[src/sv/arl_pkg.sv]
`default_nettype none

package arl_pkg;

  localparam int TABLE_ENTRIES = 4096;
  localparam int IDX_W         = $clog2(TABLE_ENTRIES);
  localparam int CNT_W         = $clog2(TABLE_ENTRIES + 1);
  localparam int ADDR_W        = 64;
  localparam int CODE_W        = 16;
  localparam int MATCH_W       = 12;

  typedef struct packed {
    logic [ADDR_W-1:0] start_high;
    logic [ADDR_W-1:0] start_low;
    logic [ADDR_W-1:0] end_high;
    logic [ADDR_W-1:0] end_low;
    logic [CODE_W-1:0] code;
  } entry_t;

  // Result of testing the search key against one stored range.
  typedef struct packed {
    logic lt_start;
    logic gt_end;
  } cmp_t;

endpackage

`default_nettype wire

[src/sv/arl_cmp.sv]
`default_nettype none

module arl_cmp (
  input  wire logic [arl_pkg::ADDR_W-1:0] key_high,
  input  wire logic [arl_pkg::ADDR_W-1:0] key_low,
  input  wire arl_pkg::entry_t            entry,
  output arl_pkg::cmp_t                   cmp
);
  import arl_pkg::*;

  logic [2*ADDR_W-1:0] key;
  logic [2*ADDR_W-1:0] range_start;
  logic [2*ADDR_W-1:0] range_end;

  assign key         = {key_high, key_low};
  assign range_start = {entry.start_high, entry.start_low};
  assign range_end   = {entry.end_high, entry.end_low};

  assign cmp.lt_start = key < range_start;
  assign cmp.gt_end   = range_end < key;

endmodule

`default_nettype wire

[config.mk]
export PLATFORM = sky130hd
export DESIGN_NAME = arl_cmp
export DESIGN_NICKNAME = d
export VERILOG_FILES = /design/src/sv/arl_pkg.sv /design/src/sv/arl_cmp.sv
export SDC_FILE = /design/constraint.sdc
export NUM_CORES = 1
export LEC_CHECK = 0
export CORE_AREA = 2 2 154 156
export DETAILED_ROUTE_END_ITERATION = 10
export DIE_AREA = 0 0 156 158
export DONT_BUFFER_PORTS = 1
export PLACE_DENSITY = 0.49
export REMOVE_ABC_BUFFERS = 1
export SLEW_MARGIN = 15
export SYNTH_ARGS = -nofsm -noshare
export SYNTH_HDL_FRONTEND = slang
export SYNTH_SLANG_ARGS = --single-unit
[constraint.sdc]
create_clock -name vclk -period 1.95
set_clock_uncertainty 0.05 [all_clocks]
set_input_delay 0.0975 -clock vclk [all_inputs]
set_output_delay 0.0975 -clock vclk [all_outputs]
set_load 0.02 [all_outputs]
==> report_table.html <==
<table>
<tr><th>Metric</th><th>Value</th></tr>
<tr><th colspan="2">Worst setup path</th></tr>
<tr><td>Nature of the critical path endpoint</td><td>primary output</td></tr>
<tr><td>Master of the slowest instance on the critical path</td><td>a221oi_2</td></tr>
<tr><td>Signal arrival time at the worst endpoint</td><td>2.00 ns</td></tr>
<tr><td>Most used cell, CP</td><td>a21o_1</td></tr>
<tr><td>Delay contributed by the slowest stage of the critical path</td><td>0.25 ns</td></tr>
<tr><td>Critical path, cell by cell</td><td>inv_1, ha_4, a21o_1, a21o_1, a21o_1, a221oi_2, o211ai_1, a221oi_2, buf_4, a21boi_2, o21a_4</td></tr>
<tr><td>Crit path required time</td><td>1.80 ns</td></tr>
<tr><td>Type of the worst setup path</td><td>in -&gt; out</td></tr>
<tr><td>Kind of start point of the critical path</td><td>input pin</td></tr>
<tr><td>CP top delay family</td><td>compound AO/OA/AOI/OAI gates</td></tr>
<tr><td>Buffers plus inverters on the worst setup path</td><td>2</td></tr>
<tr><td>Largest driver fanout on the critical path</td><td>2</td></tr>
<tr><th colspan="2">Synthesis</th></tr>
<tr><td>Synthesized area divided by synthesized cell count</td><td>7.169 um2</td></tr>
<tr><td>Cell count after synthesis</td><td>892</td></tr>
<tr><td>Proportion of synthesized chip area in sequential cells</td><td>0</td></tr>
<tr><td>Cell area after technology mapping</td><td>6395 um2</td></tr>
<tr><td>Number of synthesis warnings</td><td>0</td></tr>
<tr><td>Number of distinct library cell variants in the gate-level netlist after synthesis</td><td>41</td></tr>
<tr><th colspan="2">Run status</th></tr>
<tr><td>Violated checks</td><td>negative setup slack</td></tr>
<tr><td>Status</td><td>finished with violations</td></tr>
<tr><th colspan="2">GRT</th></tr>
<tr><td>Total congestion overflow</td><td>0</td></tr>
<tr><td>Antenna violations before repair</td><td>0</td></tr>
<tr><td>Maximum number of pins on one net before global-route repair</td><td>4</td></tr>
<tr><td>Number of global-route vias before repair</td><td>6406</td></tr>
<tr><td>Global Route Usage Sum</td><td>0.1690</td></tr>
<tr><td>First-pass GRT wire length</td><td>32870 um</td></tr>
<tr><th colspan="2">Placement</th></tr>
<tr><td>Worst Setup Slack post-DPL</td><td>-0.6996 ns</td></tr>
<tr><td>Number of instances in the placed design</td><td>1233</td></tr>
<tr><td>Detailed placer's ending HPWL</td><td>21400 um</td></tr>
<tr><td>GPL Wtd Cong</td><td>0.8392</td></tr>
<tr><td>Quantity of I/O buffers inserted on ports</td><td>0</td></tr>
<tr><th colspan="2">Timing</th></tr>
<tr><td>RSZ-0062 raised after global routing</td><td>yes</td></tr>
<tr><td>Slew headroom</td><td>0.7207</td></tr>
<tr><td>Setup total negative slack</td><td>-0.2466 ns</td></tr>
<tr><td>Number of slew-limit violations in the final report</td><td>0</td></tr>
<tr><td>Maximum clock frequency</td><td>466.6 MHz</td></tr>
<tr><td>Final setup violating endpoints</td><td>2</td></tr>
<tr><td>Final setup margin</td><td>-0.1931 ns</td></tr>
<tr><td>Worst Tran Pin Value</td><td>0.4084 ns</td></tr>
<tr><td>Part of the cycle the worst path needs</td><td>1.099</td></tr>
<tr><td>Number of failing hold endpoints at the final stage</td><td>0</td></tr>
<tr><td>Min cycle time layout</td><td>2.143 ns</td></tr>
<tr><th colspan="2">Final layout</th></tr>
<tr><td>Commonest cells after routing, fill and taps aside</td><td>inv_1, ha_1, a21oi_1, buf_4, a21o_1</td></tr>
<tr><td>Final nets</td><td>1610</td></tr>
<tr><td>Non-filler cells, final</td><td>1244</td></tr>
<tr><td>Sequential cell area</td><td>0 um2</td></tr>
<tr><td>Diodes inserted</td><td>0</td></tr>
<tr><td>Fraction of layout cells with a size suffix above 1</td><td>0.1457</td></tr>
<tr><td>Layout fillers</td><td>2512</td></tr>
<tr><td>Most common cell after layout, fill and taps aside</td><td>inv_1</td></tr>
<tr><td>Final sequential cell count</td><td>0</td></tr>
<tr><td>Multi-input combinational cell area</td><td>5928 um2</td></tr>
<tr><td>Synth-to-layout area growth</td><td>21.15%</td></tr>
<tr><td>Clock buffer count in the final layout</td><td>0</td></tr>
<tr><th colspan="2">Hold path</th></tr>
<tr><td>Min-Delay Path Class</td><td>in -&gt; out</td></tr>
<tr><th colspan="2">Floorplan</th></tr>
<tr><td>I/O pin total</td><td>402</td></tr>
<tr><td>Floorplan die height</td><td>158 um</td></tr>
<tr><td>Die area</td><td>24650 um2</td></tr>
<tr><td>Effective utilization at floorplan</td><td>0.2774</td></tr>
<tr><td>Die outline width</td><td>156 um</td></tr>
<tr><td>Floorplan core area</td><td>23050 um2</td></tr>
<tr><td>Site row count</td><td>56</td></tr>
<tr><th colspan="2">Route</th></tr>
<tr><td>Number of vias in the routed layout</td><td>6179</td></tr>
<tr><td>Total wire length after detailed routing</td><td>22480 um</td></tr>
<tr><td>Routed length on met3</td><td>1893 um</td></tr>
<tr><td>Uppermost routed layer</td><td>met4</td></tr>
<tr><td>Routed wirelength normalized by instance count</td><td>18.07 um</td></tr>
<tr><td>Initial DRC Count</td><td>153</td></tr>
<tr><td>Total routed wire length on the met1 layer</td><td>8780 um</td></tr>
<tr><td>Ratio of routed vias to standard cells</td><td>4.967</td></tr>
<tr><td>Drt first pass iters</td><td>4</td></tr>
<tr><td>Antenna Violating Nets Remaining</td><td>0</td></tr>
<tr><td>Routed met2 length</td><td>11470 um</td></tr>
<tr><td>Detailed-route DRC error count</td><td>0</td></tr>
<tr><th colspan="2">Power and ir drop</th></tr>
<tr><td>Highest ir drop seen on vdd</td><td>0.00006637 V</td></tr>
<tr><td>Total power divided by cell area</td><td>189.5 nW/um2</td></tr>
<tr><td>Leakage power</td><td>4.556 nW</td></tr>
<tr><th colspan="2">Flow run</th></tr>
<tr><td>Maximum capacitance violations</td><td>0</td></tr>
<tr><th colspan="2">CTS</th></tr>
<tr><td>Number of buffers added to fix hold violations after cts</td><td>0</td></tr>
</table>
[cell usage after synthesis, types with 2 or more instances]
library cell / n / area [um2]
nand2b_1: 2 / 12.51
or4_1: 2 / 15.01
nor3_1: 14 / 70.07
nor4_1: 6 / 37.54
o211ai_1: 5 / 37.54
a211oi_1: 13 / 97.59
inv_1: 254 / 953.4
ha_1: 254 / 3178
o2111ai_1: 3 / 26.28
nor2_1: 24 / 90.09
a21o_1: 51 / 382.9
a2111oi_0: 4 / 35.03
nand4_1: 46 / 287.8
a221oi_1: 2 / 17.52
o21ai_0: 38 / 190.2
a211o_1: 2 / 17.52
nand3_1: 13 / 65.06
a31oi_1: 6 / 37.54
a21oi_1: 76 / 380.4
nor2b_1: 4 / 25.02
a221oi_2: 2 / 30.03
nand2_1: 39 / 146.4
and3_1: 2 / 12.51
or2_2: 3 / 18.77
or3_1: 4 / 25.02
o21a_1: 3 / 22.52
and4_1: 6 / 52.55
[metal layers]
layer | vias up | global-route usage
li1 | 3263 | -
met1 | 2664 | 0.1867
met2 | 232 | 0.3314
met3 | 20 | 0.04216
met4 | 0 | 0.02315
met5 | - | 0
[power by group]
part           internal, mW  switching (mW)
Clock                     0               0
Sequential                0               0
Combinational         0.730           0.738
Total                 0.730           0.738
[layout make-up]
type / count / area share
inverter: 254 / 0.1279
multi-input combinational: 638 / 0.7652
tap: 290 / 0.04683
timing repair buffer: 62 / 0.06008
[kinds of logic (layout without fill, tap and decap cells)]
group,count (synthesis),after routing,share of synthesized area
fa+ha+maj,254,254,0.4970
buf+inv,254,316,0.1491
compound gates,217,217,0.2162
simple gates,167,167,0.1377
[stage by stage]
step                      total power [mW]  utilization  instance area [um2]  hold WS (ns)
after floorplan                     0.9267            -                 6395        0.5515
after detailed placement             1.336       0.3098                 7141        0.6735
after global routing                 1.714       0.3361                 7747        0.6319
final                                1.468       0.3361                 7747        0.5693
after global placement               1.329       0.3098                 7141        0.6745
after CTS                            1.446       0.3289                 7581        0.5934
[worst paths after layout]
path	from	slack (ns)	to	cells after the start
setup / recovery	entry[241]	-0.19	cmp[1]	11
hold / removal	entry[78]	0.57	cmp[0]	4
[timing repair]
item	in CTS	in global routing
setup endpoints to repair	2	2
pin swaps	39	24
resized for setup	75	24
setup buffers	8	3
Note: power is estimated with default switching activity, not from simulation.
